## src/design/channel_sample_mean_std_monitor_unit_macros.svh

```systemverilog
// ----------------------------------------------------------------------------
// Assertion macros for the channel sample mean and deviation monitor.
// Both expect signals named clk and rst_n in the module that uses them.
// ----------------------------------------------------------------------------
`ifndef CHANNEL_SAMPLE_MEAN_STD_MONITOR_UNIT_MACROS_SVH
`define CHANNEL_SAMPLE_MEAN_STD_MONITOR_UNIT_MACROS_SVH
`ifndef NO_ASSERTIONS
// Consequent must hold in the same cycle as the antecedent.
`define CMSM_ASSERT_IMP(lbl, ante, cons, msg) \
    lbl: assert property (@(posedge clk) disable iff (!rst_n) (ante) |-> (cons)) \
        else $error(msg);
// Consequent must hold in the cycle after the antecedent.
`define CMSM_ASSERT_NEXT(lbl, ante, cons, msg) \
    lbl: assert property (@(posedge clk) disable iff (!rst_n) (ante) |=> (cons)) \
        else $error(msg);
`else
`define CMSM_ASSERT_IMP(lbl, ante, cons, msg)
`define CMSM_ASSERT_NEXT(lbl, ante, cons, msg)
`endif
`endif

```

## src/design/cmsm_pkg.sv

```systemverilog
// ----------------------------------------------------------------------------
// cmsm_pkg
// Types, constants and widths shared by the monitor's modules.
// ----------------------------------------------------------------------------
package cmsm_pkg;

    localparam int NUM_CHANNELS_DEF = 48;
    localparam int NUM_GAINS_DEF    = 2;
    localparam int MAX_WINDOW       = 128;
    localparam int SAMPLE_LIMIT     = 4096;
    localparam int CHAN_EN_W        = 48;

    localparam int CNT_W  = $clog2(MAX_WINDOW + 1);
    localparam int VAL_W  = $clog2(SAMPLE_LIMIT);
    localparam int SUM_W  = VAL_W + CNT_W - 1;
    localparam int SQ_W   = 2 * VAL_W + CNT_W - 1;
    localparam int Q_W    = 21;
    localparam int PAIR_W = 7;
    localparam int DIV_W  = 56;
    localparam int DEN_W  = 2 * CNT_W - 2;
    localparam int QUEUE_DEPTH = 4;

    localparam int Q_MAX_INT = 1048575;
    localparam logic signed [Q_W-1:0] Q_MAX  = Q_W'(Q_MAX_INT);
    localparam logic signed [Q_W-1:0] Q_NONE = -21'sd256;

    localparam logic CMD_SAMPLE   = 1'b0;
    localparam logic CMD_READ     = 1'b1;
    localparam logic KIND_STATS   = 1'b0;
    localparam logic KIND_SUMMARY = 1'b1;

    typedef enum logic [1:0] {
        CFG_GAIN_EN,
        CFG_CHAN_EN,
        CFG_WIN_START,
        CFG_WIN_END
    } cfg_reg_e;

    typedef enum logic {
        OP_READ,
        OP_SAMPLE
    } op_e;

    typedef enum logic [3:0] {
        ST_IDLE,
        ST_READ,
        ST_EXEC,
        ST_CLOSE,
        ST_MEAN,
        ST_MUL,
        ST_DIFF,
        ST_VAR,
        ST_SQRT,
        ST_UPDATE,
        ST_OUT
    } state_e;

    typedef struct packed {
        op_e              op;
        logic             gain;
        logic [5:0]       channel;
        logic [PAIR_W-1:0] pair;
        logic             good;
        logic             last;
        logic [VAL_W-1:0] value;
    } queue_entry_t;

    typedef struct packed {
        logic [SUM_W-1:0]        sum;
        logic [SQ_W-1:0]         sq;
        logic [CNT_W-1:0]        cnt;
        logic signed [Q_W-1:0]   mean_min;
        logic signed [Q_W-1:0]   mean_max;
        logic signed [Q_W-1:0]   std_min;
        logic signed [Q_W-1:0]   std_max;
    } stat_rec_t;

    typedef struct packed {
        logic             start;
        logic [DIV_W-1:0] dividend;
        logic [DEN_W-1:0] divisor;
    } div_req_t;

    typedef struct packed {
        logic             busy;
        logic             done;
        logic [DIV_W-1:0] quotient;
    } div_rsp_t;

endpackage

```

## src/design/cmsm_fifo.sv

```systemverilog
// ----------------------------------------------------------------------------
// cmsm_fifo
// Short queue of classified items between the front and the back end.
// ----------------------------------------------------------------------------
`include "channel_sample_mean_std_monitor_unit_macros.svh"

module cmsm_fifo (
    input  logic                   clk,
    input  logic                   rst_n,
    input  logic                   push,
    input  cmsm_pkg::queue_entry_t push_data,
    output logic                   full,
    input  logic                   pop,
    output cmsm_pkg::queue_entry_t head,
    output logic                   empty
);
    import cmsm_pkg::*;

    localparam int PTR_W = $clog2(QUEUE_DEPTH);

    queue_entry_t         slot_reg [QUEUE_DEPTH];
    logic [PTR_W-1:0]     wr_ptr_reg, rd_ptr_reg;
    logic [PTR_W:0]       count_reg;

    assign full  = (count_reg == (PTR_W+1)'(QUEUE_DEPTH));
    assign empty = (count_reg == '0);
    assign head  = slot_reg[rd_ptr_reg];

    always_ff @(posedge clk)
    begin
        if (push)
        begin
            slot_reg[wr_ptr_reg] <= push_data;
        end
    end

    always_ff @(posedge clk or negedge rst_n)
    begin
        if (!rst_n)
        begin
            wr_ptr_reg <= '0;
            rd_ptr_reg <= '0;
            count_reg  <= '0;
        end
        else
        begin
            if (push)
            begin
                wr_ptr_reg <= wr_ptr_reg + 1'b1;
            end
            if (pop)
            begin
                rd_ptr_reg <= rd_ptr_reg + 1'b1;
            end
            if (push && !pop)
            begin
                count_reg <= count_reg + 1'b1;
            end
            else if (pop && !push)
            begin
                count_reg <= count_reg - 1'b1;
            end
        end
    end

    `CMSM_ASSERT_IMP(a_no_pop_empty, pop, !empty, "queue popped while empty")
    `CMSM_ASSERT_IMP(a_no_push_full, push, !full, "queue pushed while full")
    `CMSM_ASSERT_NEXT(a_push_fills, push && !pop, !empty, "pushed item lost")

endmodule

```

## config.mk

```make
export PLATFORM = sky130hd
export DESIGN_NAME = cmsm_fifo
export DESIGN_NICKNAME = d
export VERILOG_FILES = /design/src/design/cmsm_pkg.sv /design/src/design/cmsm_fifo.sv
export VERILOG_INCLUDE_DIRS = /design/src /design/src/design
export SDC_FILE = /design/constraint.sdc
export NUM_CORES = 1
export LEC_CHECK = 0
export ABC_AREA = 1
export BUFFER_PORTS_ARGS = -buffer_cell sky130_fd_sc_hd__buf_2
export CELL_PAD_IN_SITES_DETAIL_PLACEMENT = 1
export CELL_PAD_IN_SITES_GLOBAL_PLACEMENT = 2
export CORE_AREA = 2 2 107 129
export CTS_CLUSTER_DIAMETER = 50
export DETAILED_ROUTE_END_ITERATION = 12
export DIE_AREA = 0 0 109 131
export PLACE_DENSITY = 0.88
export SLEW_MARGIN = 20
export SYNTH_ARGS = -nofsm -noshare
export SYNTH_HDL_FRONTEND = slang
export SYNTH_SLANG_ARGS = --single-unit
```

## constraint.sdc

```tcl
create_clock -name clk -period 2.25 [get_ports clk]
set_input_delay 0.1125 -clock clk [delete_from_list [all_inputs] [get_ports clk]]
set_output_delay 0.1125 -clock clk [all_outputs]
set_load 0.01 [all_outputs]
```

==> results of run 1 <==
## cell families after synthesis
| kind of cell | synth area share [%] |
|---|---|
| XOR/XNOR | 0.687 |
| buffers and inverters | 7.58 |
| AO/OA/AOI/OAI | 10.6 |
| AND/OR/NAND/NOR | 7.78 |
| adder cells (fa/ha/maj) | 1.62 |
| flip-flops | 71.7 |
## cell type report
| class | instances | area share (%) |
|---|---|---|
| Tap cell | 168 | 3.22 |
| Multi-Input combinational cell | 173 | 16.2 |
| Clock buffer | 17 | 6.53 |
| Timing Repair Buffer | 106 | 11.6 |
| Inverter | 70 | 4.03 |
| Sequential cell | 123 | 56.2 |
| Clock inverter | 15 | 2.30 |
## per-layer routing
layer	routed length [um]	vias to the layer above	GRT usage [%]
li1	-	1537	-
met1	4550	1530	19.2
met2	5460	54	27.5
met3	397	10	5.16
met4	93	0	5.58
met5	0	-	0
## path summary, 6_finish.rpt
path	startpoint	end	slack, ns	cells after the start
max	rd_ptr_reg[0]	head[14]	0.44	4
min in group asynchronous	rst_n	count_reg[2]	0.07	2
min reg2reg	count_reg[2]	count_reg[2]	0.52	2
min	push	wr_ptr_reg[1]	0.02	2
max reg2reg	wr_ptr_reg[1]	slot_reg[0][20]	0.81	5
max in group asynchronous	rst_n	rd_ptr_reg[0]	1.98	2
## per-stage QoR
step,instances,util (%),hold slack [ns],worst slack (ns),power (mW)
finish,672,49.9,0.0218,0.437,8.59
global route,672,49.9,0.0110,0.310,9.13
CTS,672,49.9,0.00150,0.390,8.75
detailed placement,609,43.1,-0.0299,0.814,6.06
global placement,609,43.1,-0.0343,0.856,5.93
floorplan,386,-,-0.183,0.619,5.04
## cell usage in the layout (no fill, tap or decap), types with 2 or more instances in the layout
| cell type | synthesis | final |
|---|---|---|
| nand2_1 | 100 | 100 |
| ha_1 | 5 | 5 |
| nor3_1 | 2 | 2 |
| inv_1 | 69 | 69 |
| edfxtp_1 | 116 | 116 |
| dfrtp_1 | 7 | 6 |
| clkinv_4 | 0 | 3 |
| clkinv_2 | 0 | 4 |
| clkbuf_16 | 0 | 17 |
| clkinvlp_4 | 0 | 3 |
| buf_2 | 12 | 63 |
| inv_6 | 0 | 2 |
| bufinv_16 | 0 | 2 |
| buf_4 | 1 | 9 |
| buf_12 | 0 | 3 |
| o211ai_1 | 38 | 38 |
| o211ai_2 | 20 | 20 |
| xor2_1 | 3 | 3 |
| dlygate4sd3_1 | 0 | 31 |
## where the power goes
part           internal, mW  switching, mW
registers              3.02          0.184
logic                  1.04           1.74
clock network          1.62          0.980
## worst reg2reg max path, cell delays in order, from the launching register on
cell and delay [ns]:
dfrtp_1 0.41, inv_1 0.12, ha_1 0.15, nand2_1 0.06
inv_1 0.09, buf_4 0.29
==> key figures, run 1 <==
Global routing
  – Total grt overflow: 0
  – First-pass GRT wire length: 16900 um
  – Total GRT Usage: 16.1%
  – Vias in the first global route: 3373
  – Largest net degree at the start of global routing: 75
  – Initial antenna violation count: 0

Floorplanning
  – Die area: 14300 um^2
  – Die outline height: 131 um
  – Row cnt: 46
  – Die width: 109 um
  – Core area: 13100 um^2
  – Top-level port count: 64
  – Initial core utilization: 39.0%

Setup path
  – Worst path max stage delay: 0.53 ns
  – Critical path data required time: 2.14 ns
  – Delay-heaviest family, CP: flip-flops
  – CP Data Arrival Time: 1.70 ns
  – Setup CP Type: reg2out
  – CP Cell Sequence: buf_12 -> o211ai_1 -> nand2_1 -> buf_2
  – Buf/Inv on CP: 2
  – CP endpoint kind: output port
  – Crit-path slowest cell: dfrtp_4
  – Startpoint types: register
  – CP max FO: 74

Clock network
  – CTS sink cnt: 123
  – CTS Buffer Depth: 2
  – Clk_lat worst skew: 0.41 ns
  – CTS Buf Count: 17
  – # hold bufs at CTS: 31
  – H-tree Lvls: 4
  – Root Driver: clkbuf_16
  – Reg clk slew, reported paths: 0.06 ns
  – Post-CTS Setup Inserts: 0
  – CTS tree: yes
  – PostCTS Resize Cnt: 0

Logic synthesis
  – Post-Syn Nets: 425
  – Cell count after synthesis: 386
  – Cell taking the most area after synthesis: edfxtp_1
  – Flops & latches, synth: 123
  – Synth area leaders: edfxtp_1 (68%), nand2_1 (7.4%), o211ai_1 (5.6%)
  – Synth warnings: 0
  – Sequential element share of the synthesized area: 71.7%
  – Post-synth top cells: edfxtp_1 (116), nand2_1 (100), inv_1 (69)
  – Share of the synthesized area in the top cell type: 68.3%
  – Count leader, synth: edfxtp_1
  – Async SR Flop Fraction: 5.69%
  – Synthesized area per cell: 13.2 um^2
  – Netlist Area Pre-Place: 5100 um^2
  – EDFF count, synth: 116
  – Yosys cell types: 20
  – Synth Flop Type: edfxtp_1

Final layout
  – Max FFs per register: 116
  – Ant. Diodes: 0
  – P&R area growth vs syn: 27.8%
  – # fillers: 1323
  – Final instance area: 6520 um^2
  – FF+latch area: 3660 um^2
  – Fraction of layout cells with a size suffix above 1: 25.4%
  – Multi-input logic area: 1050 um^2
  – Nets: 530

Pwr
  – Static Leak: 2.71 nW
  – Pwr Density: 1320 nW/um^2
  – Maximum VDD drop: 0.741 mV

Drt
  – Drt drc: 0
  – Average routed wire per standard cell: 15.6 um
  – Post-route antenna net violation count: 0
  – Final wirelength: 10500 um
  – Via density: 4.66
  – DRT Pass-1 Iters: 4
  – Vias: 3131
  – Starting DRT DRC Count: 157

STA
  – Sum Neg Setup Slack: 0 ns
  – Period utilisation layout: 80.6%
  – Least-Margin Pin Slew: 0.379 ns
  – Fin Clk Skew: 0.0104 ns
  – Final Hold Fails: 0
  – Setup violators final: 0
  – RSZ-0062 raised after global routing: no
  – Pins over their slew limit: 0
  – Slew headroom: 74.7%
  – F_max: 552 MHz
  – Post-layout minimum cycle time: 1.81 ns

Place
  – Hpwl dp: 6640 um
  – Placed Area: 5630 um^2
  – GP Congestion: 0.710
  – Quantity of I/O buffers inserted on ports: 63

Run
  – Max Cap Viol: 0

Hold path
  – Hold WC Path Type: in2reg

Run status
  – Status: finished clean
Note: power is estimated with default switching activity, not from simulation.
==> run 2, diff against run 1 <==
Settings changed: ABC_AREA 1 to 0, CORE_AREA 2 2 107 129 to 2 2 101 123, DIE_AREA 0 0 109 131 to 0 0 103 125, PLACE_DENSITY 0.88 to 0.84.
Clock period 2.25 ns to 1.5 ns, I/O delays scaled along.
==> key figures, run 2 <==
STA
  – Hold Slack: 0.0497 ns (was 0.0218 ns)
  – Final Hold Fails: 0 (unchanged)
  – Pins over their slew limit: 0 (unchanged)
  – Sum Neg Setup Slack: -7.83 ns (was 0 ns)
  – Post-route setup slack: -0.300 ns (was 0.437 ns)
  – Setup violators final: 29 (was 0)
  – RSZ-0062 raised after global routing: yes (was no)
  – F_max: 556 MHz
  – Slew headroom: 70.1% (was 74.7%)
  – Fin Clk Skew: 0.00619 ns (was 0.0104 ns)
  – Post-layout minimum cycle time: 1.80 ns
  – Least-Margin Pin Slew: 0.448 ns (was 0.379 ns)
  – Period utilisation layout: 120%

Hold path
  – Hold WC Path Type: in2async (was in2reg)

Floorplanning
  – Die area: 12900 um^2 (was 14300 um^2)
  – Initial core utilization: 38.9% (was 39.0%)
  – Die width: 103 um (was 109 um)
  – Core area: 11800 um^2 (was 13100 um^2)
  – Top-level port count: 64 (unchanged)
  – Die outline height: 125 um (was 131 um)
  – Row cnt: 44 (was 46)

Logic synthesis
  – Netlist Area Pre-Place: 4580 um^2 (was 5100 um^2)
  – Sequential element share of the synthesized area: 79.9% (was 71.7%)
  – Synth warnings: 0 (unchanged)
  – EDFF count, synth: 116 (unchanged)
  – Synth area leaders: edfxtp_1 (76%), mux4_2 (14%), dfrtp_1 (3.8%) (was edfxtp_1 (68%), nand2_1 (7.4%), o211ai_1 (5.6%))
  – Cell count after synthesis: 185 (was 386)
  – Share of the synthesized area in the top cell type: 76.1% (was 68.3%)
  – Yosys cell types: 19 (was 20)
  – Synthesized area per cell: 24.7 um^2 (was 13.2 um^2)
  – Cell taking the most area after synthesis: edfxtp_1 (unchanged)
  – Flops & latches, synth: 123 (unchanged)
  – Count leader, synth: edfxtp_1 (unchanged)
  – Post-Syn Nets: 224 (was 425)
  – Async SR Flop Fraction: 5.69% (unchanged)
  – Post-synth top cells: edfxtp_1 (116), mux4_2 (28), dfrtp_1 (7) (was edfxtp_1 (116), nand2_1 (100), inv_1 (69))
  – Synth Flop Type: edfxtp_1 (unchanged)

Setup path
  – CP endpoint kind: output port (unchanged)
  – Worst setup path startpoint: rd_ptr_reg[0] (unchanged)
  – Worst path max stage delay: 0.52 ns (was 0.53 ns)
  – CP Data Arrival Time: 1.72 ns (was 1.70 ns)
  – Delay-heaviest family, CP: multiplexers (was flip-flops)
  – Crit-path slowest cell: mux4_2 (was dfrtp_4)
  – WP depth: 4 (unchanged)
  – Reg2reg end: slot_reg[0][7] (was slot_reg[0][20])
  – FF-to-FF path depth: 5 (unchanged)
  – Worst Setup EP: head[13] (was head[14])
  – R2R Path Start: wr_ptr_reg[1] (unchanged)
  – Startpoint types: register (unchanged)
  – CP max FO: 6 (was 74)
  – CP most frequent cell: buf_12
  – R2R Setup Slk: 0.06 ns (was 0.81 ns)
  – Critical path data required time: 1.42 ns (was 2.14 ns)
  – Setup CP Type: reg2out (unchanged)
  – CP Cell Sequence: buf_12 -> buf_12 -> mux4_2 -> buf_6 (was buf_12 -> o211ai_1 -> nand2_1 -> buf_2)
  – Buf/Inv on CP: 3 (was 2)

Place
  – Hpwl dp: 5600 um (was 6640 um)
  – Quantity of I/O buffers inserted on ports: 63 (unchanged)
  – GP Congestion: 0.665 (was 0.710)

Run status
  – Status: complete, but fails checks (was finished clean)
  – Failing checks: negative setup slack

Final layout
  – FF+latch area: 3660 um^2 (about the same)
  – Multi-input logic area: 863 um^2 (was 1050 um^2)
  – Commonest cells after routing, fill and taps aside: edfxtp_1 (116), buf_2 (47), dlygate4sd3_1 (33) (was edfxtp_1 (116), nand2_1 (100), inv_1 (69))
  – Ant. Diodes: 0 (unchanged)
  – Max FFs per register: 116 (unchanged)
  – Most common cell after layout, fill and taps aside: edfxtp_1 (unchanged)
  – # fillers: 1074 (was 1323)
  – P&R area growth vs syn: 39.7% (was 27.8%)
  – Nets: 351 (was 530)
  – Fraction of layout cells with a size suffix above 1: 44.3% (was 25.4%)

Drt
  – Via density: 4.72 (was 4.66)
  – Post-route antenna net violation count: 0 (unchanged)
  – Drt drc: 0 (unchanged)
  – Starting DRT DRC Count: 111 (was 157)
  – Vias: 2294 (was 3131)
  – DRT Pass-1 Iters: 4 (unchanged)
  – Final wirelength: 9120 um (was 10500 um)
  – Average routed wire per standard cell: 18.8 um (was 15.6 um)

Clock network
  – CTS tree: yes (unchanged)
  – CTS Buf Count: 17 (unchanged)
  – CTS sink cnt: 123 (unchanged)
  – Clk_lat worst skew: 0.40 ns (was 0.41 ns)
  – CTS Buffer Depth: 2 (unchanged)
  – H-tree Lvls: 4 (unchanged)
  – Reg clk slew, reported paths: 0.05 ns (was 0.06 ns)
  – Root Driver: clkbuf_16 (unchanged)

Global routing
  – Largest net degree at the start of global routing: 30 (was 75)
  – Initial antenna violation count: 0 (unchanged)
  – Total GRT Usage: 15.8% (was 16.1%)
  – Vias in the first global route: 2583 (was 3373)
  – First-pass GRT wire length: 14300 um (was 16900 um)
  – Total grt overflow: 0 (unchanged)

Pwr
  – Static Leak: 2.31 nW (was 2.71 nW)
  – Pwr Density: 2050 nW/um^2 (was 1320 nW/um^2)
  – Maximum VDD drop: 0.935 mV (was 0.741 mV)

Run
  – Max Cap Viol: 0 (unchanged)
-- run 2: area by class of cell --
type	instances	share of cell area, %
Clock buffer	18	6.71
Multi-Input combinational cell	52	13.5
Clock inverter	14	3.15
Inverter	4	0.235
Timing Repair Buffer	114	16.0
Sequential cell	123	57.2
Tap cell	161	3.15
-- run 2: worst min-delay path by stage --
stage          slack (ns)  cells past startpoint       endpoint   from
5_1_grt              0.05                      2   count_reg[2]  rst_n
6_report             0.05                      2   count_reg[2]  rst_n
2_1_floorplan       -0.22                      0   count_reg[0]  rst_n
3_3_place_gp        -0.08                      1  wr_ptr_reg[0]  rst_n
3_5_place_dp        -0.08                      1  wr_ptr_reg[1]  rst_n
4_1_cts              0.06                      2   count_reg[2]  rst_n
-- run 2: routing by layer --
layer | vias up | global-route usage [%] | part of all wire, %
met5 | - | 0 | 0
met4 | 0 | 6.50 | 1.1
met3 | 11 | 4.86 | 4.0
met2 | 67 | 26.9 | 56
met1 | 1185 | 18.2 | 39
li1 | 1031 | - | -
-- run 2: logic make-up after synthesis --
family          Yosys count  synth area share (%)
mux                      30                  14.6
compound gates            1                 0.109
simple gates              9                  1.07
fa+ha+maj                 6                  1.80
buf+inv                  10                  1.37
flops                   123                  79.9
xor+xnor                  6                  1.15
-- run 2: power by group --
group	switching, mW	total (mW)	internal (mW)
registers	0.225	4.74	4.52
clock network	1.37	4.29	2.92
logic	1.81	4.10	2.29
total	3.40	13.1	9.73
-- run 2: per-stage QoR --
step / power [mW] / std cells / util, % / cell area (um^2) / setup slack, ns
after floorplan: 6.78 / 185 / - / 4580 / 0.0665
after global placement: 8.09 / 417 / 44.4 / 5230 / -0.0489
after detailed placement: 8.22 / 417 / 44.4 / 5230 / -0.0644
after CTS: 13.2 / 486 / 53.9 / 6350 / -0.343
after global routing: 13.7 / 486 / 54.3 / 6390 / -0.356
final: 13.1 / 486 / 54.3 / 6390 / -0.300
-- run 2: worst register-to-register path: stages (launching register included) --
cell     delay, ns
dfrtp_1       0.38
buf_4         0.14
inv_1         0.09
ha_1          0.14
and2_2        0.19
buf_6         0.19
-- run 2: timing repair --
action	4_1_cts	5_1_grt
buffers inserted	3	0
endpoints found under the hold margin	127	0
cloned	2	0
gates resized for setup	14	9
hold buffers	33	0
pin swaps	0	0
endpoints found under the setup margin	58	51
