### src/design/channel_sample_mean_std_monitor_unit_macros.svh
// ----------------------------------------------------------------------------
// Assertion macros for the channel sample mean and deviation monitor.
// Both expect signals named clk and rst_n in the module that uses them.
// ----------------------------------------------------------------------------
`ifndef CHANNEL_SAMPLE_MEAN_STD_MONITOR_UNIT_MACROS_SVH
`define CHANNEL_SAMPLE_MEAN_STD_MONITOR_UNIT_MACROS_SVH
`ifndef NO_ASSERTIONS
// Consequent must hold in the same cycle as the antecedent.
`define CMSM_ASSERT_IMP(lbl, ante, cons, msg) \
    lbl: assert property (@(posedge clk) disable iff (!rst_n) (ante) |-> (cons)) \
        else $error(msg);
// Consequent must hold in the cycle after the antecedent.
`define CMSM_ASSERT_NEXT(lbl, ante, cons, msg) \
    lbl: assert property (@(posedge clk) disable iff (!rst_n) (ante) |=> (cons)) \
        else $error(msg);
`else
`define CMSM_ASSERT_IMP(lbl, ante, cons, msg)
`define CMSM_ASSERT_NEXT(lbl, ante, cons, msg)
`endif
`endif

### src/design/cmsm_pkg.sv
// ----------------------------------------------------------------------------
// cmsm_pkg
// Types, constants and widths shared by the monitor's modules.
// ----------------------------------------------------------------------------
package cmsm_pkg;

    localparam int NUM_CHANNELS_DEF = 48;
    localparam int NUM_GAINS_DEF    = 2;
    localparam int MAX_WINDOW       = 128;
    localparam int SAMPLE_LIMIT     = 4096;
    localparam int CHAN_EN_W        = 48;

    localparam int CNT_W  = $clog2(MAX_WINDOW + 1);
    localparam int VAL_W  = $clog2(SAMPLE_LIMIT);
    localparam int SUM_W  = VAL_W + CNT_W - 1;
    localparam int SQ_W   = 2 * VAL_W + CNT_W - 1;
    localparam int Q_W    = 21;
    localparam int PAIR_W = 7;
    localparam int DIV_W  = 56;
    localparam int DEN_W  = 2 * CNT_W - 2;
    localparam int QUEUE_DEPTH = 4;

    localparam int Q_MAX_INT = 1048575;
    localparam logic signed [Q_W-1:0] Q_MAX  = Q_W'(Q_MAX_INT);
    localparam logic signed [Q_W-1:0] Q_NONE = -21'sd256;

    localparam logic CMD_SAMPLE   = 1'b0;
    localparam logic CMD_READ     = 1'b1;
    localparam logic KIND_STATS   = 1'b0;
    localparam logic KIND_SUMMARY = 1'b1;

    typedef enum logic [1:0] {
        CFG_GAIN_EN,
        CFG_CHAN_EN,
        CFG_WIN_START,
        CFG_WIN_END
    } cfg_reg_e;

    typedef enum logic {
        OP_READ,
        OP_SAMPLE
    } op_e;

    typedef enum logic [3:0] {
        ST_IDLE,
        ST_READ,
        ST_EXEC,
        ST_CLOSE,
        ST_MEAN,
        ST_MUL,
        ST_DIFF,
        ST_VAR,
        ST_SQRT,
        ST_UPDATE,
        ST_OUT
    } state_e;

    typedef struct packed {
        op_e              op;
        logic             gain;
        logic [5:0]       channel;
        logic [PAIR_W-1:0] pair;
        logic             good;
        logic             last;
        logic [VAL_W-1:0] value;
    } queue_entry_t;

    typedef struct packed {
        logic [SUM_W-1:0]        sum;
        logic [SQ_W-1:0]         sq;
        logic [CNT_W-1:0]        cnt;
        logic signed [Q_W-1:0]   mean_min;
        logic signed [Q_W-1:0]   mean_max;
        logic signed [Q_W-1:0]   std_min;
        logic signed [Q_W-1:0]   std_max;
    } stat_rec_t;

    typedef struct packed {
        logic             start;
        logic [DIV_W-1:0] dividend;
        logic [DEN_W-1:0] divisor;
    } div_req_t;

    typedef struct packed {
        logic             busy;
        logic             done;
        logic [DIV_W-1:0] quotient;
    } div_rsp_t;

endpackage

### src/design/cmsm_if.sv
// ----------------------------------------------------------------------------
// cmsm interfaces
// Valid/ready channels for sample items, result items and register writes.
// ----------------------------------------------------------------------------
interface cmsm_in_if;
    logic               valid;
    logic               ready;
    logic               command;
    logic               gain_select;
    logic [5:0]         channel;
    logic [6:0]         sample_index;
    logic signed [15:0] sample_value;
    logic               last_sample;

    modport source (output valid, command, gain_select, channel, sample_index,
                    sample_value, last_sample, input ready);
    modport sink   (input valid, command, gain_select, channel, sample_index,
                    sample_value, last_sample, output ready);
endinterface


interface cmsm_cfg_if;
    logic        valid;
    logic        ready;
    logic [1:0]  index;
    logic [47:0] data;

    modport source (output valid, index, data, input ready);
    modport sink   (input valid, index, data, output ready);
endinterface

### src/design/cmsm_front.sv
// ----------------------------------------------------------------------------
// cmsm_front
// Holds the configuration registers, accepts items and classifies them.
// ----------------------------------------------------------------------------
module cmsm_front #(
    parameter int NUM_CHANNELS = cmsm_pkg::NUM_CHANNELS_DEF,
    parameter int NUM_GAINS    = cmsm_pkg::NUM_GAINS_DEF
) (
    input  logic                   clk,
    input  logic                   rst_n,
    cmsm_in_if.sink                stream,
    cmsm_cfg_if.sink               cfg,
    output logic                   push,
    output cmsm_pkg::queue_entry_t push_data,
    input  logic                   full
);
    import cmsm_pkg::*;

    logic [1:0]           gain_en_reg;
    logic [CHAN_EN_W-1:0] chan_en_reg;
    logic [6:0]           win_start_reg;
    logic [7:0]           win_end_reg;

    logic in_range, enabled, in_window, value_ok, good;

    assign cfg.ready    = 1'b1;
    assign stream.ready = !full;

    always_ff @(posedge clk or negedge rst_n)
    begin
        if (!rst_n)
        begin
            gain_en_reg   <= 2'b11;
            chan_en_reg   <= '1;
            win_start_reg <= '0;
            win_end_reg   <= 8'd128;
        end
        else if (cfg.valid)
        begin
            unique case (cfg_reg_e'(cfg.index))
                CFG_GAIN_EN:   gain_en_reg   <= cfg.data[1:0];
                CFG_CHAN_EN:   chan_en_reg   <= cfg.data[CHAN_EN_W-1:0];
                CFG_WIN_START: win_start_reg <= cfg.data[6:0];
                CFG_WIN_END:   win_end_reg   <= cfg.data[7:0];
            endcase
        end
    end

    always_comb
    begin
        in_range  = ({1'b0, stream.gain_select} < 2'(NUM_GAINS))
                 && ({1'b0, stream.channel} < 7'(NUM_CHANNELS));
        enabled   = gain_en_reg[stream.gain_select]
                 && (stream.channel < 6'(CHAN_EN_W))
                 && chan_en_reg[stream.channel];
        in_window = (stream.sample_index >= win_start_reg)
                 && ({1'b0, stream.sample_index} < win_end_reg);
        value_ok  = !stream.sample_value[15]
                 && (stream.sample_value[14:0] < 15'(SAMPLE_LIMIT));
        good      = in_window && value_ok;

        push_data.op      = (stream.command == CMD_READ) ? OP_READ : OP_SAMPLE;
        push_data.gain    = stream.gain_select;
        push_data.channel = stream.channel;
        push_data.pair    = stream.gain_select
                          ? PAIR_W'(NUM_CHANNELS) + {1'b0, stream.channel}
                          : {1'b0, stream.channel};
        push_data.good    = good;
        push_data.last    = stream.last_sample;
        push_data.value   = stream.sample_value[VAL_W-1:0];

        // Items that change nothing and give no result never reach the queue.
        push = stream.valid && !full && in_range
            && ((stream.command == CMD_READ)
                || (enabled && (good || stream.last_sample)));
    end

endmodule

### src/flat_wrapper.sv
// flat-port wrapper written by rule: the top's interface ports become plain ports
module cmsm_front_flat import cmsm_pkg::*;
#(
    parameter int NUM_CHANNELS = cmsm_pkg::NUM_CHANNELS_DEF,
    parameter int NUM_GAINS    = cmsm_pkg::NUM_GAINS_DEF
)
  (clk, rst_n, push, push_data, full, stream_valid, stream_command, stream_gain_select, stream_channel, stream_sample_index, stream_sample_value, stream_last_sample, stream_ready, cfg_valid, cfg_index, cfg_data, cfg_ready);
  cmsm_in_if stream_i ();
  cmsm_cfg_if cfg_i ();
  input  logic clk;
  input  logic rst_n;
  output logic push;
  output cmsm_pkg::queue_entry_t push_data;
  input  logic full;
  input wire logic [$bits(stream_i.valid)-1:0] stream_valid;
  input wire logic [$bits(stream_i.command)-1:0] stream_command;
  input wire logic [$bits(stream_i.gain_select)-1:0] stream_gain_select;
  input wire logic [$bits(stream_i.channel)-1:0] stream_channel;
  input wire logic [$bits(stream_i.sample_index)-1:0] stream_sample_index;
  input wire logic [$bits(stream_i.sample_value)-1:0] stream_sample_value;
  input wire logic [$bits(stream_i.last_sample)-1:0] stream_last_sample;
  output wire logic [$bits(stream_i.ready)-1:0] stream_ready;
  input wire logic [$bits(cfg_i.valid)-1:0] cfg_valid;
  input wire logic [$bits(cfg_i.index)-1:0] cfg_index;
  input wire logic [$bits(cfg_i.data)-1:0] cfg_data;
  output wire logic [$bits(cfg_i.ready)-1:0] cfg_ready;
  assign stream_i.valid = stream_valid;
  assign stream_i.command = stream_command;
  assign stream_i.gain_select = stream_gain_select;
  assign stream_i.channel = stream_channel;
  assign stream_i.sample_index = stream_sample_index;
  assign stream_i.sample_value = stream_sample_value;
  assign stream_i.last_sample = stream_last_sample;
  assign stream_ready = stream_i.ready;
  assign cfg_i.valid = cfg_valid;
  assign cfg_i.index = cfg_index;
  assign cfg_i.data = cfg_data;
  assign cfg_ready = cfg_i.ready;
  cmsm_front #(.NUM_CHANNELS(NUM_CHANNELS), .NUM_GAINS(NUM_GAINS)) u_core (.clk(clk), .rst_n(rst_n), .stream(stream_i), .cfg(cfg_i), .push(push), .push_data(push_data), .full(full));
endmodule
### config.mk
export PLATFORM = sky130hd
export DESIGN_NAME = cmsm_front_flat
export DESIGN_NICKNAME = d
export VERILOG_FILES = /design/src/design/channel_sample_mean_std_monitor_unit_macros.svh /design/src/design/cmsm_pkg.sv /design/src/design/cmsm_if.sv /design/src/design/cmsm_front.sv /design/src/flat_wrapper.sv
export SDC_FILE = /design/constraint.sdc
export NUM_CORES = 1
export LEC_CHECK = 0
export BUFFER_PORTS_ARGS = -buffer_cell sky130_fd_sc_hd__buf_2
export CAP_MARGIN = 20
export CORE_MARGIN = 4
export CORE_UTILIZATION = 45
export CTS_BUF_LIST = sky130_fd_sc_hd__clkbuf_8
export CTS_CLUSTER_DIAMETER = 80
export DETAILED_ROUTE_END_ITERATION = 7
export GPL_TIMING_DRIVEN = 1
export PLACE_DENSITY = 0.73
export SYNTH_ARGS = -nofsm -noshare
export SYNTH_HDL_FRONTEND = slang
export SYNTH_SLANG_ARGS = --single-unit
### constraint.sdc
create_clock -name clk -period 2.2 [get_ports clk]
set_input_delay 0.33 -clock clk [delete_from_list [all_inputs] [get_ports clk]]
set_output_delay 0.33 -clock clk [all_outputs]
set_load 0.005 [all_outputs]
==> results of run 1 <==
==> layout make-up <==
class,count,area [sq um]
clock inverter,2,35.0
sequential,65,1690
tap,102,128
fill,665,3350
inverter,19,71.3
multi-input combinational,141,1600
timing repair buffer,110,633
clock buffer,13,179
==> cell usage after synthesis, types with 4 or more instances <==
cell      n
mux2_2   66
dfstp_2  51
buf_4    26
inv_1    19
ha_1     15
dfrtp_1  14
mux4_2   10
mux2i_1   6
a21oi_1   4
nor2_1    4
==> power groups by stage <==
stage,Combinational (mW),Sequential [mW],Clock [mW]
2_1_floorplan,0.523,1.63,0
3_3_place_gp,0.694,1.67,0
3_5_place_dp,0.721,1.68,0
4_1_cts,0.738,1.67,1.10
5_1_grt,0.824,1.69,1.17
6_report,0.741,1.66,1.06
==> layer usage <==
| metal | wire [um] | vias up | global-route usage [%] |
|---|---|---|---|
| met1 | 3000 | 1084 | 19.7 |
| met3 | 504 | 25 | 4.54 |
| met4 | 217 | 0 | 8.96 |
| li1 | - | 1074 | - |
| met5 | 0 | - | 0 |
| met2 | 3490 | 80 | 25.8 |
==> final timing paths <==
| kind | endpoint | slack [ps] | depth (start not counted) |
|---|---|---|---|
| setup / recovery | push | -230 | 6 |
| hold / removal | u_core.chan_en_reg[42] | 220 | 2 |
| setup reg to reg | u_core.win_start_reg[5] | 1440 | 1 |
| hold reg to reg | u_core.win_end_reg[6] | 510 | 1 |
| max in group asynchronous | u_core.chan_en_reg[33] | 1350 | 3 |
| min in group asynchronous | u_core.win_end_reg[4] | 530 | 3 |
==> metrics by stage <==
stage | hold WS (ps) | worst slack [ps]
finish | 220 | -230
global route | 202 | -337
CTS | 203 | -274
detailed placement | 363 | -152
global placement | 361 | -145
floorplan | 34.4 | 178
==> cell families after synthesis <==
family                     after synthesis  synth area share [%]
muxes                                   85                  30.8
DFF                                     65                  47.5
buffers and inverters                   54                  8.93
and+or+nand+nor                         24                  3.73
adders and majority gates               15                  5.28
AOI/OAI and AO/OA                       15                  3.38
other                                    1                 0.105
xor gates and xnor gates                 1                 0.246
==> timing repair <==
action	CTS	global route
resized for setup	5	7
endpoints found under the setup margin	1	2
hold buffers	1	0
endpoints found under the hold margin	4	0
buffers inserted	0	0
cloned	0	0
pin swaps	5	1
==> flow_summary.yaml, run 1 <==
outcome:
  outcome: "complete, but fails checks"
  violations: "negative setup slack"
worst_setup_path:
  cp-start-kind: "flop"
  cp-end-kind: "primary output"
  cp_slowest_cell: "mux4_2"
  crit_path_start: "u_core.chan_en_reg[30]"
  critPathKind: "reg -> out"
  cpPeakStageDelay_ps: 450
  crit_family: "multiplexers"
  cp_max_fo: 2
  crit_buf_inv: 1
  required_ps: 1870
  worst-endpoint-arrival_ps: 2100
  crit_chain: "mux4_2 > mux2_2 > or3_1 > o2111ai_1 > o31ai_2 > buf_2"
  r2r_start: "u_core.win_start_reg[5]"
hold_path:
  hp-start: "cfg_data[42]"
  hold_path_class: "in -> reg"
clocking:
  cts-buffers-inserted: 9
  clock_latency_ps: 330
  cts-root-to-sink-buffers: 2
  clk_pin_slew_ps: 70
  tritoncts: "built"
  cts.sinks: 65
  root_buffer: "clkbuf_8"
  htreeDepth: 3
power:
  switching_share_pct: 24.1
  total_power_mw: 3.47
  power.internal_mw: 2.64
  clockPowerShare_pct: 30.7
  power_switching_mw: 0.835
  power.density_mw_per_mm2: 800
  vdd_drop_max_mv: 0.443
  seqPwrFrac_pct: 48.0
  power_frac_comb_pct: 21.4
  leakage_nw: 1.98
detailed_routing:
  wirelength_mm: 7.22
  dr.pass1.iters: 4
  via_per_inst: 5.01
  drtIter0Drc: 49
  vias: 2263
  ant_nets: 0
  drt_drc_violations_left: 0
  wl_per_cell_um: 16.0
synthesis:
  synth.area.top_cells: "dfstp_2 (38%), mux2_2 (21%), dfrtp_1 (9.8%)"
  ys_ff_latch: 65
  yosys_warnings: 0
  yosysTopAreaCell: "dfstp_2"
  synth.distinct_cells: 38
  yosysSeqAreaShare_pct: 47.5
  synthCells: 260
  synthesis.area_sq_mm: 0.00356
  syn_avg_cell_area_sq_um: 13.7
  synth_ff_type: "dfstp_2"
  synth_top_area_share_pct: 37.7
  syn_nets: 362
  synth_edf_count: 0
  async_reset_ff_share_pct: 100
sta:
  finalHoldViolations: 0
  fin_ws_ps: -230
  period_minus_slack_ps: 2430
  grt_setup_unrepaired: "yes"
  fmax_ghz: 0.412
  setup_tns_ps: -230
  drv_slew: 0
  setup_violations: 1
  period_share_pct: 110
  fin_skew_ps: 0
floorplanning:
  rows: 32
  initial_core_util_pct: 46.3
  core_sq_mm: 0.00769
  top_level_ports: 119
  die_h_um: 96.9
  fp.dieArea_sq_mm: 0.00939
  fp.dieW_um: 96.9
layout:
  largest_reg_flops: 48
  area_growth_pct: 21.9
  final_common_cell: "buf_2"
  design_area_sq_mm: 0.00434
  final_nets: 448
  finalNonFillerCells: 452
  antenna_cells: 0
  layout_common_cells: "buf_2 (93), mux2_2 (66), dfstp_2 (51)"
  layout-drive-gt1-share_pct: 75.1
  postLayoutCoreUtil_pct: 56.4
job:
  cap_violations: 0
grt:
  grt_pass1_wl_mm: 12.0
  grt_max_degree: 66
  antenna_found_initial: 0
  grt_overflow: 0
  first_global_vias: 2459
  grt_usage_pct: 16.2
placement:
  dp.cells: 436
  port_buffers: 93
  gp_congestion: 0.864
  dp_hpwl_mm: 5.54
  place_area_sq_mm: 0.00406
Power figures use the tool's default switching activity.
==> inputs of run 2 (changes only) <==
--- a/config.mk
+++ b/config.mk
@@ -5,15 +5,17 @@
 export SDC_FILE = /design/constraint.sdc
 export NUM_CORES = 1
 export LEC_CHECK = 0
-export BUFFER_PORTS_ARGS = -buffer_cell sky130_fd_sc_hd__buf_2
 export CAP_MARGIN = 20
+export CELL_PAD_IN_SITES_DETAIL_PLACEMENT = 0
+export CELL_PAD_IN_SITES_GLOBAL_PLACEMENT = 1
 export CORE_MARGIN = 4
 export CORE_UTILIZATION = 45
 export CTS_BUF_LIST = sky130_fd_sc_hd__clkbuf_8
 export CTS_CLUSTER_DIAMETER = 80
 export DETAILED_ROUTE_END_ITERATION = 7
+export DONT_BUFFER_PORTS = 1
 export GPL_TIMING_DRIVEN = 1
-export PLACE_DENSITY = 0.73
+export PLACE_DENSITY_LB_ADDON = 0.1
 export SYNTH_ARGS = -nofsm -noshare
 export SYNTH_HDL_FRONTEND = slang
 export SYNTH_SLANG_ARGS = --single-unit
==> constraint.sdc (replaced) <==
create_clock -name clk -period 2.2 [get_ports clk]
set_input_delay 0.33 -clock clk [delete_from_list [all_inputs] [get_ports clk]]
set_output_delay 0.33 -clock clk [all_outputs]
set_load 0.05 [all_outputs]
==> run 2 against run 1 <==
Die area is the same. Worst hold slack lost 82 ps. Cell count shrank 22%. Non-clock buffer count shrank 101. Critical path depth shrank 1. Power shrank 1.9%. The flow still finishes with violations (negative setup slack). Combinational power shrank 8.6%. Sequential share of layout area grew 4.7 points. Clock-buffer cell count shrank 1. Global-route usage shrank 0.12 points. Clock skew is the same.
==> flow_summary.yaml, run 2 (same netlist as run 1, synthesis figures left out) <==
outcome:
  outcome: "complete, but fails checks"
  violations: "negative setup slack"
floorplanning:
  rows: 32
  fp.dieW_um: 96.9
  initial_core_util_pct: 46.3
  top_level_ports: 119
  fp.dieArea_sq_mm: 0.00939
  die_h_um: 96.9
  core_sq_mm: 0.00769
worst_setup_path:
  cp_max_fo: 2
  required_ps: 1870
  critPathKind: "reg -> out"
  cp-end-kind: "primary output"
  cp_slowest_cell: "mux4_2"
  crit_chain: "mux4_2 > mux2_4 > a2111oi_4 > o31ai_4 > buf_12"
  cpPeakStageDelay_ps: 460
  worst-endpoint-arrival_ps: 2150
  cp-start-kind: "flop"
sta:
  setup_violations: 1
  maxSlewHeadroom_pct: 60.3
  fin_skew_ps: 0
  grt_setup_unrepaired: "yes"
  drv_slew: 0
  period_minus_slack_ps: 2480
  period_share_pct: 113
  finalHoldViolations: 0
  worstMarginPinSlew_ps: 596
  fmax_ghz: 0.403
  fin_ws_ps: -281
grt:
  grt_pass1_wl_mm: 11.9
  grt_usage_pct: 16.1
  antenna_found_initial: 0
  first_global_vias: 2233
  grt_overflow: 0
  grt_max_degree: 66
placement:
  dp.cells: 334
  place_area_sq_mm: 0.00352
  gp_congestion: 0.725
  port_buffers: 0
  dp_hpwl_mm: 5.22
layout:
  layout_common_cells: "mux2_2 (66), dfstp_2 (51), inv_1 (18)"
  finalNonFillerCells: 352
  postLayoutCoreUtil_pct: 50.3
  antenna_cells: 0
  design_area_sq_mm: 0.00387
  final_nets: 347
  final_common_cell: "mux2_2"
  layout-drive-gt1-share_pct: 66.0
  largest_reg_flops: 48
  area_growth_pct: 8.76
power:
  power.density_mw_per_mm2: 880
  vdd_drop_max_mv: 0.353
  leakage_nw: 1.58
detailed_routing:
  route.met3.wl_um: 409
  top_layer: "met4"
  vias: 1917
  dr.pass1.iters: 4
  wl_per_cell_um: 20.0
  dr_wl_met2_mm: 3.39
  via_per_inst: 5.45
  drt-met1-wl_mm: 3.13
  drtIter0Drc: 38
  wirelength_mm: 7.03
  drt_drc_violations_left: 0
  ant_nets: 0
clocking:
  tritoncts: "built"
  clk_pin_slew_ps: 70
  cts_setup_buffers: 0
  clock_latency_ps: 340
  root_buffer: "clkbuf_8"
  cts.sinks: 65
  cts-root-to-sink-buffers: 2
  htreeDepth: 3
  cts-buffers-inserted: 9
hold_path:
  hold_path_class: "in -> reg"
job:
  cap_violations: 0
run 2: per-layer routing:
layer	global-route usage [%]	vias to the layer above
li1	-	877
met1	20.7	959
met2	25.5	70
met3	4.47	11
met4	6.70	0
met5	0	-
run 2: final cells by class:
cell class                      count  area [sq um]
Sequential cell                    65          1690
Clock inverter                      4          48.8
Tap cell                          102           128
Inverter                           19          71.3
Timing Repair Buffer                9           106
Multi-Input combinational cell    141          1660
Fill cell                         659          3820
Clock buffer                       12           165
run 2: through the flow:
step	setup TNS, ps	power (mW)	setup slack (ps)	hold WS (ps)
global route	-509	3.60	-440	116
floorplan	0	2.28	7.04	34.4
CTS	-374	3.42	-327	117
finish	-281	3.41	-281	138
global placement	-86.1	2.25	-86.1	38.0
detailed placement	-85.3	2.29	-85.3	38.4
run 2: final timing paths:
check / from / end / slack [ps] / cells after the start
worst max register to register: u_core.win_end_reg[7] / u_core.win_end_reg[7] / 1420 / 1
max in group asynchronous: rst_n / u_core.win_end_reg[7] / 1340 / 2
worst min-delay path: cfg_data[1] / u_core.win_end_reg[1] / 140 / 1
worst min register to register: u_core.win_end_reg[6] / u_core.win_end_reg[6] / 510 / 1
min in group asynchronous: rst_n / u_core.win_end_reg[1] / 530 / 2
worst max-delay path: u_core.chan_en_reg[11] / push / -280 / 5
run 2: worst max-delay path: cells and delay by family (launching register included):
kind | cells | cell delay [ps]
buffers and inverters | 1 | 160
AO/OA/AOI/OAI | 2 | 530
flip-flops | 1 | 370
multiplexers | 2 | 760
run 2: power by group:
part	internal (mW)	leakage, nW	switching [mW]	total [mW]
logic	0.397	0.766	0.280	0.677
registers	1.55	0.702	0.113	1.66
clock network	0.615	0.109	0.451	1.07
run 2: timing repair:
| item | 4_1_cts | 5_1_grt |
|---|---|---|
| cloned | 0 | 0 |
| gates resized for setup | 7 | 8 |
| endpoints found under the setup margin | 2 | 2 |
| hold buffers | 2 | 0 |
| pin swaps | 5 | 4 |
| endpoints found under the hold margin | 65 | 0 |
